===== config.mk =====
export PLATFORM = sky130hd
export DESIGN_NAME = multiturn_encoder_tracker
export DESIGN_NICKNAME = d
export VERILOG_FILES = /design/src/rtl/core/mtt_pkg.sv /design/src/rtl/core/multiturn_encoder_tracker.sv /design/src/rtl/core/mtt_ctrl.sv /design/src/rtl/core/mtt_datapath.sv
export VERILOG_INCLUDE_DIRS = /design/src /design/src/rtl/core
export SDC_FILE = /design/constraint.sdc
export NUM_CORES = 1
export LEC_CHECK = 0
export BUFFER_PORTS_ARGS = -buffer_cell sky130_fd_sc_hd__buf_2
export CAP_MARGIN = 20
export CORE_ASPECT_RATIO = 0.9
export CORE_MARGIN = 5
export CORE_UTILIZATION = 60
export CTS_CLUSTER_DIAMETER = 100
export DETAILED_ROUTE_END_ITERATION = 16
export PLACE_DENSITY_LB_ADDON = 0.1
export SYNTH_ARGS = -nofsm -noshare
export SYNTH_HDL_FRONTEND = slang
export SYNTH_HIERARCHICAL = 1
export SYNTH_SLANG_ARGS = --single-unit
export TNS_END_PERCENT = 100

===== constraint.sdc =====
create_clock -name clk -period 19.34 [get_ports clk]
set_input_delay 0.967 -clock clk [delete_from_list [all_inputs] [get_ports clk]]
set_output_delay 0.967 -clock clk [all_outputs]
set_load 0.005 [all_outputs]

===== src/rtl/core/assert_macros.svh =====
// Assertion helpers, clocked on clk, disabled while rst_n is low.
`ifndef ASSERT_MACROS_SVH
`define ASSERT_MACROS_SVH

// Plain property that must hold on every enabled clock edge.
`define ASSERT_ALWAYS(label, prop, msg) \
  label: assert property (@(posedge clk) disable iff (!rst_n) (prop)) else $error(msg);

// Antecedent and consequent joined by an overlapping implication.
`define ASSERT_IMPLIES(label, ante, cons, msg) \
  label: assert property (@(posedge clk) disable iff (!rst_n) (ante) |-> (cons)) \
    else $error(msg);

`endif


===== src/rtl/core/mtt_pkg.sv =====
package mtt_pkg;

  localparam int RAW_BITS    = 10;
  localparam int LAP_BITS    = 3;
  localparam int MLAP_BITS   = 4;
  localparam int FRAC_BITS   = 16;
  localparam int POS_BITS    = RAW_BITS + LAP_BITS;
  localparam int STEP_BITS   = 2;
  localparam int LAP_LIMIT   = 8;
  localparam int EDGE_MARGIN = 75;
  localparam int MLAP_RESET  = 3;

  localparam int IN_DATA_W   = 16;
  localparam int OUT_FIELDS_W = RAW_BITS + LAP_BITS + POS_BITS + FRAC_BITS + STEP_BITS;
  localparam int OUT_DATA_W  = ((OUT_FIELDS_W + 7) / 8) * 8;
  localparam int CFG_DATA_W  = 10;
  localparam int CFG_IDX_W   = 1;
  localparam int CNT_BITS    = $clog2(FRAC_BITS);

  localparam logic OP_SAMPLE  = 1'b0;
  localparam logic OP_SET_LAP = 1'b1;

  localparam logic [CFG_IDX_W-1:0] CFG_MAX_LAPS    = 1'b0;
  localparam logic [CFG_IDX_W-1:0] CFG_ZERO_OFFSET = 1'b1;

  localparam logic [STEP_BITS-1:0] STEP_NONE = 2'd0;
  localparam logic [STEP_BITS-1:0] STEP_ADV  = 2'd1;
  localparam logic [STEP_BITS-1:0] STEP_BACK = 2'd2;

  typedef enum logic [1:0] {
    ST_IDLE,
    ST_PREP,
    ST_DIV,
    ST_EMIT
  } state_t;

  typedef struct packed {
    logic take;
    logic prep;
    logic step;
    logic emit;
  } cmd_t;

endpackage


===== src/rtl/core/multiturn_encoder_tracker.sv =====
// Multi-turn lap tracker for an absolute encoder.
// Flow: an accepted transaction passes through offset setup (ST_PREP), a
// 16-step restoring division of the turn fraction (ST_DIV) and the output load
// (ST_EMIT); a new transaction is accepted only in ST_IDLE, after the divider
// loop is done, and the load waits longer while a result waits on out_tready.
// Reset (rst_n low, synchronous): laps 0, no prior sample, max_laps 3, offset 0.
module multiturn_encoder_tracker (
  input  logic                               clk,
  input  logic                               rst_n,
  input  logic                               in_tvalid,
  output logic                               in_tready,
  // [9:0] raw_reading, [12:10] lap_value, [15:13] zero
  input  logic [mtt_pkg::IN_DATA_W-1:0]      in_tdata,
  // [0] operation
  input  logic                               in_tuser,
  output logic                               out_tvalid,
  input  logic                               out_tready,
  // [9:0] raw_position, [12:10] lap, [25:13] position, [41:26] turn_fraction,
  // [43:42] lap_step, [47:44] zero
  output logic [mtt_pkg::OUT_DATA_W-1:0]     out_tdata,
  input  logic                               cfg_valid,
  output logic                               cfg_ready,
  input  logic [mtt_pkg::CFG_IDX_W-1:0]      cfg_index,
  input  logic [mtt_pkg::CFG_DATA_W-1:0]     cfg_data
);
  import mtt_pkg::*;

  `include "assert_macros.svh"

  cmd_t                 cmd;
  logic [STEP_BITS-1:0] out_step;

  assign cfg_ready = 1'b1;
  assign out_step  = out_tdata[OUT_FIELDS_W-1 -: STEP_BITS];

  mtt_ctrl u_ctrl (
    .clk        (clk),
    .rst_n      (rst_n),
    .in_tvalid  (in_tvalid),
    .in_tready  (in_tready),
    .out_tvalid (out_tvalid),
    .out_tready (out_tready),
    .cmd        (cmd)
  );

  mtt_datapath u_dp (
    .clk       (clk),
    .rst_n     (rst_n),
    .cmd       (cmd),
    .in_op     (in_tuser),
    .in_raw    (in_tdata[RAW_BITS-1:0]),
    .in_lap    (in_tdata[RAW_BITS+LAP_BITS-1:RAW_BITS]),
    .cfg_wr    (cfg_valid && cfg_ready),
    .cfg_idx   (cfg_index),
    .cfg_wdata (cfg_data),
    .out_data  (out_tdata)
  );

  `ASSERT_IMPLIES(a_one_in_flight, in_tvalid && in_tready, ##1 !in_tready, "accepted while busy")

  `ASSERT_IMPLIES(a_result_ready, in_tvalid && in_tready, ##19 out_tvalid, "no result after divide")

  `ASSERT_ALWAYS(a_step_code, !out_tvalid || out_step <= STEP_BACK, "bad lap_step code")

endmodule


===== src/rtl/core/mtt_ctrl.sv =====
module mtt_ctrl (
  input  logic          clk,
  input  logic          rst_n,
  input  logic          in_tvalid,
  output logic          in_tready,
  output logic          out_tvalid,
  input  logic          out_tready,
  output mtt_pkg::cmd_t cmd
);
  import mtt_pkg::*;

  state_t              state_r, state_nxt;
  logic [CNT_BITS-1:0] cnt_r, cnt_nxt;
  logic                out_valid_r, out_valid_nxt;

  always_ff @(posedge clk) begin
    if (!rst_n) begin
      state_r     <= ST_IDLE;
      cnt_r       <= '0;
      out_valid_r <= 1'b0;
    end else begin
      state_r     <= state_nxt;
      cnt_r       <= cnt_nxt;
      out_valid_r <= out_valid_nxt;
    end
  end

  always_comb begin
    state_nxt     = state_r;
    cnt_nxt       = cnt_r;
    out_valid_nxt = out_valid_r && !out_tready;
    cmd           = '0;
    in_tready     = 1'b0;
    case (state_r)
      ST_IDLE: begin
        in_tready = 1'b1;
        if (in_tvalid) begin
          cmd.take  = 1'b1;
          state_nxt = ST_PREP;
        end
      end
      ST_PREP: begin
        cmd.prep  = 1'b1;
        cnt_nxt   = '0;
        state_nxt = ST_DIV;
      end
      ST_DIV: begin
        cmd.step = 1'b1;
        cnt_nxt  = cnt_r + 1'b1;
        if (cnt_r == CNT_BITS'(FRAC_BITS - 1)) begin
          state_nxt = ST_EMIT;
        end
      end
      ST_EMIT: begin
        if (!out_valid_r || out_tready) begin
          cmd.emit      = 1'b1;
          out_valid_nxt = 1'b1;
          state_nxt     = ST_IDLE;
        end
      end
      default: begin
        state_nxt = ST_IDLE;
      end
    endcase
  end

  assign out_tvalid = out_valid_r;

endmodule


===== src/rtl/core/mtt_datapath.sv =====
module mtt_datapath (
  input  logic                            clk,
  input  logic                            rst_n,
  input  mtt_pkg::cmd_t                   cmd,
  input  logic                            in_op,
  input  logic [mtt_pkg::RAW_BITS-1:0]    in_raw,
  input  logic [mtt_pkg::LAP_BITS-1:0]    in_lap,
  input  logic                            cfg_wr,
  input  logic [mtt_pkg::CFG_IDX_W-1:0]   cfg_idx,
  input  logic [mtt_pkg::CFG_DATA_W-1:0]  cfg_wdata,
  output logic [mtt_pkg::OUT_DATA_W-1:0]  out_data
);
  import mtt_pkg::*;

  localparam int HI_BAND = (1 << RAW_BITS) - EDGE_MARGIN;
  localparam int PAD_W   = OUT_DATA_W - OUT_FIELDS_W;
  localparam int SHIFT_W = FRAC_BITS - RAW_BITS;

  function automatic logic [MLAP_BITS-1:0] mod_small(input logic [MLAP_BITS-1:0] a,
                                                     input logic [MLAP_BITS-1:0] d);
    logic [MLAP_BITS-1:0] r;
    logic [MLAP_BITS:0]   t;
    r = '0;
    for (int i = MLAP_BITS - 1; i >= 0; i--) begin
      t = {r, a[i]};
      if (t >= {1'b0, d}) r = MLAP_BITS'(t - {1'b0, d});
      else r = t[MLAP_BITS-1:0];
    end
    return r;
  endfunction

  logic [MLAP_BITS-1:0] max_laps_r, max_laps_nxt;
  logic [RAW_BITS-1:0]  zero_off_r, zero_off_nxt;
  logic [RAW_BITS-1:0]  prev_r, prev_nxt;
  logic                 have_prev_r, have_prev_nxt;
  logic [LAP_BITS-1:0]  lap_r, lap_nxt;
  logic [STEP_BITS-1:0] step_r, step_nxt;
  logic [MLAP_BITS-1:0] rem_r, rem_nxt;
  logic [FRAC_BITS-1:0] dvd_r, dvd_nxt;
  logic [OUT_DATA_W-1:0] out_r, out_nxt;

  logic [MLAP_BITS-1:0] m_eff;
  logic [LAP_BITS-1:0]  m_last;
  logic                 cur_hi, cur_lo, prv_hi, prv_lo;
  logic [RAW_BITS:0]    diff;
  logic [MLAP_BITS-1:0] hi_sum;
  logic [MLAP_BITS:0]   trial;
  logic                 ge;
  logic [POS_BITS-1:0]  pos;

  always_ff @(posedge clk) begin
    if (!rst_n) begin
      max_laps_r  <= MLAP_BITS'(MLAP_RESET);
      zero_off_r  <= '0;
      prev_r      <= '0;
      have_prev_r <= 1'b0;
      lap_r       <= '0;
    end else begin
      max_laps_r  <= max_laps_nxt;
      zero_off_r  <= zero_off_nxt;
      prev_r      <= prev_nxt;
      have_prev_r <= have_prev_nxt;
      lap_r       <= lap_nxt;
    end
  end

  always_ff @(posedge clk) begin
    step_r <= step_nxt;
    rem_r  <= rem_nxt;
    dvd_r  <= dvd_nxt;
    out_r  <= out_nxt;
  end

  always_comb begin
    if (max_laps_r == '0) m_eff = MLAP_BITS'(1);
    else if (max_laps_r > MLAP_BITS'(LAP_LIMIT)) m_eff = MLAP_BITS'(LAP_LIMIT);
    else m_eff = max_laps_r;
  end

  assign m_last = LAP_BITS'(m_eff - 1'b1);

  always_comb begin
    max_laps_nxt = max_laps_r;
    zero_off_nxt = zero_off_r;
    if (cfg_wr) begin
      case (cfg_idx)
        CFG_MAX_LAPS:    max_laps_nxt = cfg_wdata[MLAP_BITS-1:0];
        CFG_ZERO_OFFSET: zero_off_nxt = cfg_wdata[RAW_BITS-1:0];
        default: ;
      endcase
    end
  end

  assign cur_hi = in_raw >= RAW_BITS'(HI_BAND);
  assign cur_lo = in_raw <= RAW_BITS'(EDGE_MARGIN);
  assign prv_hi = prev_r >= RAW_BITS'(HI_BAND);
  assign prv_lo = prev_r <= RAW_BITS'(EDGE_MARGIN);

  // lap tracking on each accepted transaction
  always_comb begin
    prev_nxt      = prev_r;
    have_prev_nxt = have_prev_r;
    lap_nxt       = lap_r;
    step_nxt      = step_r;
    if (cmd.take) begin
      step_nxt = STEP_NONE;
      if (in_op == OP_SET_LAP) begin
        if ({1'b0, in_lap} < m_eff) lap_nxt = in_lap;
      end else begin
        if (have_prev_r && (m_eff > MLAP_BITS'(1))) begin
          if (cur_lo && prv_hi) begin
            lap_nxt  = (lap_r >= m_last) ? '0 : lap_r + 1'b1;
            step_nxt = STEP_ADV;
          end else if (prv_lo && cur_hi) begin
            lap_nxt  = ((lap_r == '0) || (lap_r > m_last)) ? m_last : lap_r - 1'b1;
            step_nxt = STEP_BACK;
          end
        end
        prev_nxt      = in_raw;
        have_prev_nxt = 1'b1;
      end
    end
  end

  // offset correction, then restoring division of corr * 2^SHIFT_W by m_eff
  assign diff   = {1'b0, prev_r} - {1'b0, zero_off_r};
  assign hi_sum = MLAP_BITS'(lap_r) + m_eff - MLAP_BITS'(diff[RAW_BITS]);
  assign trial  = {rem_r, dvd_r[FRAC_BITS-1]};
  assign ge     = trial >= {1'b0, m_eff};

  always_comb begin
    rem_nxt = rem_r;
    dvd_nxt = dvd_r;
    if (cmd.prep) begin
      rem_nxt = mod_small(hi_sum, m_eff);
      dvd_nxt = {diff[RAW_BITS-1:0], {SHIFT_W{1'b0}}};
    end else if (cmd.step) begin
      rem_nxt = ge ? MLAP_BITS'(trial - {1'b0, m_eff}) : trial[MLAP_BITS-1:0];
      dvd_nxt = {dvd_r[FRAC_BITS-2:0], ge};
    end
  end

  assign pos = (m_eff <= MLAP_BITS'(1)) ? {{LAP_BITS{1'b0}}, prev_r} : {lap_r, prev_r};

  always_comb begin
    out_nxt = out_r;
    if (cmd.emit) begin
      out_nxt = {{PAD_W{1'b0}}, step_r, dvd_r, pos, lap_r, prev_r};
    end
  end

  assign out_data = out_r;

endmodule


======== After elaboration in Yosys (flattened, before gate mapping) ========
Index checks and enable logic that the tools add are counted.
cells by class
  $add $sub $neg .......................... 12
  $lt $le $gt $ge ......................... 15
  eq/ne operators ......................... 8
  mux-type cells .......................... 37
  bitwise operators ....................... 3
  reductions and logical operators ........ 22
operators by type and width
  cell                    count
  $mux W4                 12
  $mux W16                2
  $mux W3                 7
  $ge A10 B10 Y1 const B  2
  $ge A5 B4 Y1            4
  $le A10 B7 Y1 const B   2
  $sub A4 B4 Y4           4
  $sub A10 B10 Y11        1
  $mux W1                 10
  $mux W2                 4
  $pmux W2 S4             1
  $pmux W4 S2             1
  $ne A2 B1 Y1 const B    3
  $reduce_and A2 Y1       3
  $reduce_bool A2 Y1      3
  $sub A3 B1 Y3 const B   2
  $add A3 B4 Y4           1
  $add A4 B1 Y4 const B   1
  $eq A2 B2 Y1 const B    2
  $eq A4 B4 Y1 const B    1
  $ge A1 B4 Y1            1
  $gt A4 B1 Y1 const B    1
  $gt A4 B4 Y1 const B    1
  $le A4 B1 Y1 const B    1
  20 further kinds        27
word-level totals
  register bits after elaboration ......... 101
  input port bits ......................... 33
  output and inout bits ................... 51
  logic and storage cells ................. 112

======== Logic depth before layout (Yosys ltp) ========
  word-level depth ........................ 17
  mapped depth ............................ 44
  depth with buffers taken out ............ 43

======== Modules after synthesis ========
The synthesis kept the hierarchy.
modules (own cells, without submodules)
  module                     times used  cells an instance  area an instance (um^2)  sequential area each (um^2)
  mtt_datapath               1           502                5064.9                   2182.1
  mtt_ctrl                   1           44                 411.6                    140.1
  multiturn_encoder_tracker  1           2                  11.3                     0.0

======== Least setup slack after synthesis ========
No wires, ideal clock.
  path kind ............................... register to register
  start point ............................. reg u_dp.prev_r[0]
  end point ............................... reg u_dp.rem_r[3] (data pin)
  library setup time ...................... 0.255 ns
  data arrival time ....................... 8.084 ns
  required time ........................... 19.085 ns
  slack ................................... 11.001 ns
  stages on the path, launching flop included .. 45
  path buffers ............................ 1
  period minus slack after synthesis ...... 8.339 ns
  cell sequence ........................... dfxtp_1 -> inv_1 -> ha_1 -> fa_1 -> nor2b_1 -> o21ai_0 -> a21boi_0 -> o21a_1 -> o211a_1 -> a21o_1 -> a21oi_1 -> ha_1 -> inv_1 -> ha_1 -> a21o_1 -> a21oi_1 -> xor2_1 -> xnor2_1 -> (+9 left out) -> a211oi_1 -> o211ai_1 -> nand2_1 -> a21boi_0 -> ha_1 -> a2111o_1 -> a22o_2 -> nor2_1 -> nor3_1 -> or2_2 -> ha_1 -> o21ai_0 -> a21oi_1 -> nor2_1 -> and4b_1 -> buf_6 -> or2_1 -> a31o_1
on the way
  cells in the longest elaborated chain, start to end .. 14
  elaborated cells on any way between the ends .. 18
  those cells by class .................... add/sub (6); order compare (4); mux (8)
RTL lines
  element                                               RTL line             text
  from (decl)                                           mtt_datapath.sv:34   logic [RAW_BITS-1:0] prev_r, prev_nxt;
  from (signal assigned)                                mtt_datapath.sv:61   prev_r <= prev_nxt;
  $sub A10 B10 Y11 *                                    mtt_datapath.sv:126  assign diff = {1'b0, prev_r} - {1'b0, zero_off_r};
  $sub A4 B1 Y4 *                                       mtt_datapath.sv:127  assign hi_sum = MLAP_BITS'(lap_r) + m_eff - MLAP_BITS'(diff[RAW_BITS]);
  $sub A1 B4 Y4 / $ge A1 B4 Y1 (equally long branches)  mtt_datapath.sv:26   if (t >= {1'b0, d}) r = MLAP_BITS'(t - {1'b0, d});
  $mux W4                                               mtt_datapath.sv:26
  $mux W4                                               mtt_datapath.sv:134  if (cmd.prep) begin
  $sub A4 B4 Y4 / $ge A5 B4 Y1 (equally long branches)  mtt_datapath.sv:26
  $mux W4                                               mtt_datapath.sv:26
  $mux W4                                               mtt_datapath.sv:134
  $sub A4 B4 Y4 / $ge A5 B4 Y1 (equally long branches)  mtt_datapath.sv:26
  $mux W4                                               mtt_datapath.sv:26
  $mux W4                                               mtt_datapath.sv:134
  $sub A4 B4 Y4 / $ge A5 B4 Y1 (equally long branches)  mtt_datapath.sv:26
  $mux W4 *                                             mtt_datapath.sv:26
  $mux W4 *                                             mtt_datapath.sv:134
  named net u_dp.rem_nxt[3]                             mtt_datapath.sv:38   logic [MLAP_BITS-1:0] rem_r, rem_nxt;
  to (signal assigned)                                  mtt_datapath.sv:69   rem_r <= rem_nxt;
  to (decl)                                             mtt_datapath.sv:38
Mark *: on every way through the listed nets, which the timed path passes. The rest lies on a longest branch. The select of a mux whose other input is x is not followed.
A chain may end at the register's enable or synchronous reset.

======== Worst setup path in the final report ========
Same ends and word-level chain as after synthesis.

==> results.ini <==
[synthesis]
synthDistinctLibCells=71
yosys_warnings=6
synthArstFlopShare_pct=0
netlist_instances=548
postSynthAreaPerCell_um2=10.0
ys_seq_area_share_pct=42.3
syn_area_um2=5490
ys.flop_type=edfxtp_1
synth_edf_count=50
ys_seq_elements=91

[final_layout]
layout_common_cells=buf_2, nand2_1, edfxtp_1
syn2layout_area_growth_pct=10.9
design_area_um2=6080
n_antenna_cell=0
utilization_pct=67.3
final_nets=697
drive_gt1_share_pct=17.8
final_common_cell=buf_2

[floorplanning]
die_w_um=111
start_util_pct=60.7
pin_count=84
core-area_um2=9040
dieArea_um2=11200
placementRows=33
die_h_um=101

[route]
vias_per_cell=5.51
wirelength_um=11400
dr.pass1.iters=4
dr.first_iter.drc_count=204
routedWlPerCell_um=15.5
dr_total_vias=4059
ant_nets=0
drcViolationCount=0

[cts]
clk_pin_slew_ns=0.09
clockBufferDepth=2
cts_resized=0
cts_sinks=91
root_buffer=clkbuf_8
htreeDepth=3
cts_tree=done
clk_latency_ns=0.35
hold_buffers=0
numCtsBuffers=9
cts_setup_buffers=0

[pwr]
p_clk_share_pct=17.1
power_uw=840
p_int_uw=515
p_comb_share_pct=49.8
vdd_drop_max_mv=0.134
p_sw_uw=325
powerDensity_nw_per_um2=138
power.leakage_uw=0.00252
p_seq_share_pct=33.1
p_sw_share_pct=38.7

[placed_design]
hpwlAfterDp_um=8640
place.port_buffers=75
placedInstanceArea_um2=5860
place_congestion=0.871

[critical_path]
critPathCaptureType=register
startpoint_type=register
path_common_cell=ha_1
cp_data_required_time_ns=19.45
cp.arrival_ns=9.56
regToRegSetupSlack_ns=9.89
crit_path_max_fanout=7
reg2reg_depth=43
max_stage_delay_ns=0.46
path_class=register to register
slowest_stage=a2bb2oi_1

[sta]
tns_ns=0
relSlewSlack_pct=41.0
hold_ws_ns=0.436
setup_viol=0
max_clock_freq_mhz=106
clock_skew_ns=0.0129
period_needed_ns=9.45
hold_violations=0
rsz0062_at_grt=no
final_max_slew_viol_count=0
worst_pin_slew_ns=0.885
fin_crit_sh_pct=48.9

[global_routing]
grt_pass1_wl_um=18900
grt_pass1_vias=3961
grt_max_degree=41
overflow=0
antenna_found_initial=0
grt.total_usage_pct=20.9

[hold_path]
min_path_type=register to register
hold_path_depth=0

[run_status]
status=finished, final reports clean

[flow_run]
max_cap_viol_count=0

[kinds of logic (layout without fill, tap and decap cells)]
kind of cell | count (synthesis) | count (layout) | share of synthesized area [%]
buffers and inverters | 73 | 136 | 6.18
xor gates and xnor gates | 14 | 14 | 2.23
DFF | 91 | 91 | 42.3
muxes | 15 | 15 | 2.78
AOI/OAI and AO/OA | 129 | 129 | 17.4
and+or+nand+nor | 169 | 169 | 15.6
other | 2 | 5 | 0.137
adders and majority gates | 55 | 55 | 13.4
[layout make-up]
class / count / area [um2]
clock buffers: 10 / 128
flip-flops and latches: 91 / 2320
repair buffers: 76 / 383
clock inverters: 6 / 95.1
fillers: 712 / 2960
well taps: 122 / 153
multi-input cells: 387 / 2840
inverters: 44 / 165
[registers in the layout (all words and copies together) (netlist names)]
name and flops:
u_dp/dvd_r 16, u_ctrl/cnt_r 4, u_ctrl/state_r 2, u_dp/lap_r 3, u_dp/max_laps_r 4, u_dp/rem_r 4, u_dp/out_data 34, u_ctrl/out_tvalid 1
u_dp/zero_off_r 10, u_dp/prev_r 10, u_dp/step_r 2, u_dp/have_prev_r 1
[per-stage QoR]
step | std cells | setup slack, ns
6_report | 736 | 9.89
2_1_floorplan | 551 | 11.00
4_1_cts | 736 | 9.95
3_5_place_dp | 720 | 9.98
3_3_place_gp | 720 | 10.21
5_1_grt | 736 | 9.21
[cell usage after synthesis, types with 3 or more instances]
library cell  instances  share of area, %
o2111ai_1             3              0.48
mux2i_1              13               2.4
ha_1                 49                11
a32o_1                3              0.55
or3_1                 7              0.80
a211oi_1              6              0.82
o211ai_1              4              0.55
clkbuf_1             12              0.82
or2_2                 4              0.46
a21boi_0             27               3.7
o21ai_0              26               2.4
o31ai_1               3              0.41
a21o_1                6              0.82
inv_1                42               2.9
nand2_1              73               5.0
a21oi_1               8              0.73
nand2b_1             12               1.4
nor3_1                3              0.27
fa_1                  6               2.2
o21a_1                9               1.2
buf_4                15               2.1
dfxtp_1              41                15
edfxtp_1             50                27
xnor2_1               7               1.1
nor2_1               28               1.9
nor2b_1              11               1.3
a221o_1               3              0.55
o22ai_1               3              0.34
and2_1                5              0.57
o211a_1               4              0.73
nand3_1               8              0.73
xor2_1                7               1.1
[power by group through the flow]
| stage | logic, uW | registers [uW] | clock network [uW] |
|---|---|---|---|
| floorplan | 338 | 276 | 0 |
| global placement | 402 | 281 | 0 |
| detailed placement | 415 | 283 | 0 |
| CTS | 418 | 278 | 146 |
| global route | 468 | 283 | 156 |
| finish | 418 | 278 | 144 |
[worst max-delay path, delay by kind of cell (launching register included)]
kind,cells,cell delay [ns]
buffers and inverters,4,0.25
xor gates and xnor gates,2,0.40
adders and majority gates,9,2.50
muxes,1,0.13
DFF,1,0.39
and+or+nand+nor,9,1.36
AOI/OAI and AO/OA,18,4.18
[per-layer routing]
metal,GRT usage [%],vias up,wire [um]
li1,-,2059,-
met1,26.7,1870,5100
met2,35.2,109,5390
met3,4.44,21,617
met4,7.67,0,267
met5,0,-,0
[final timing paths]
| path | from | end |
|---|---|---|
| max | u_dp/prev_r[0] | u_dp/rem_r[3] |
| min | u_dp/step_r[0] | u_dp/out_data[42] |
| min reg2reg | u_dp/step_r[0] | u_dp/out_data[42] |
| max reg2reg | u_dp/prev_r[0] | u_dp/rem_r[3] |
(Power assumes the default switching activity.)
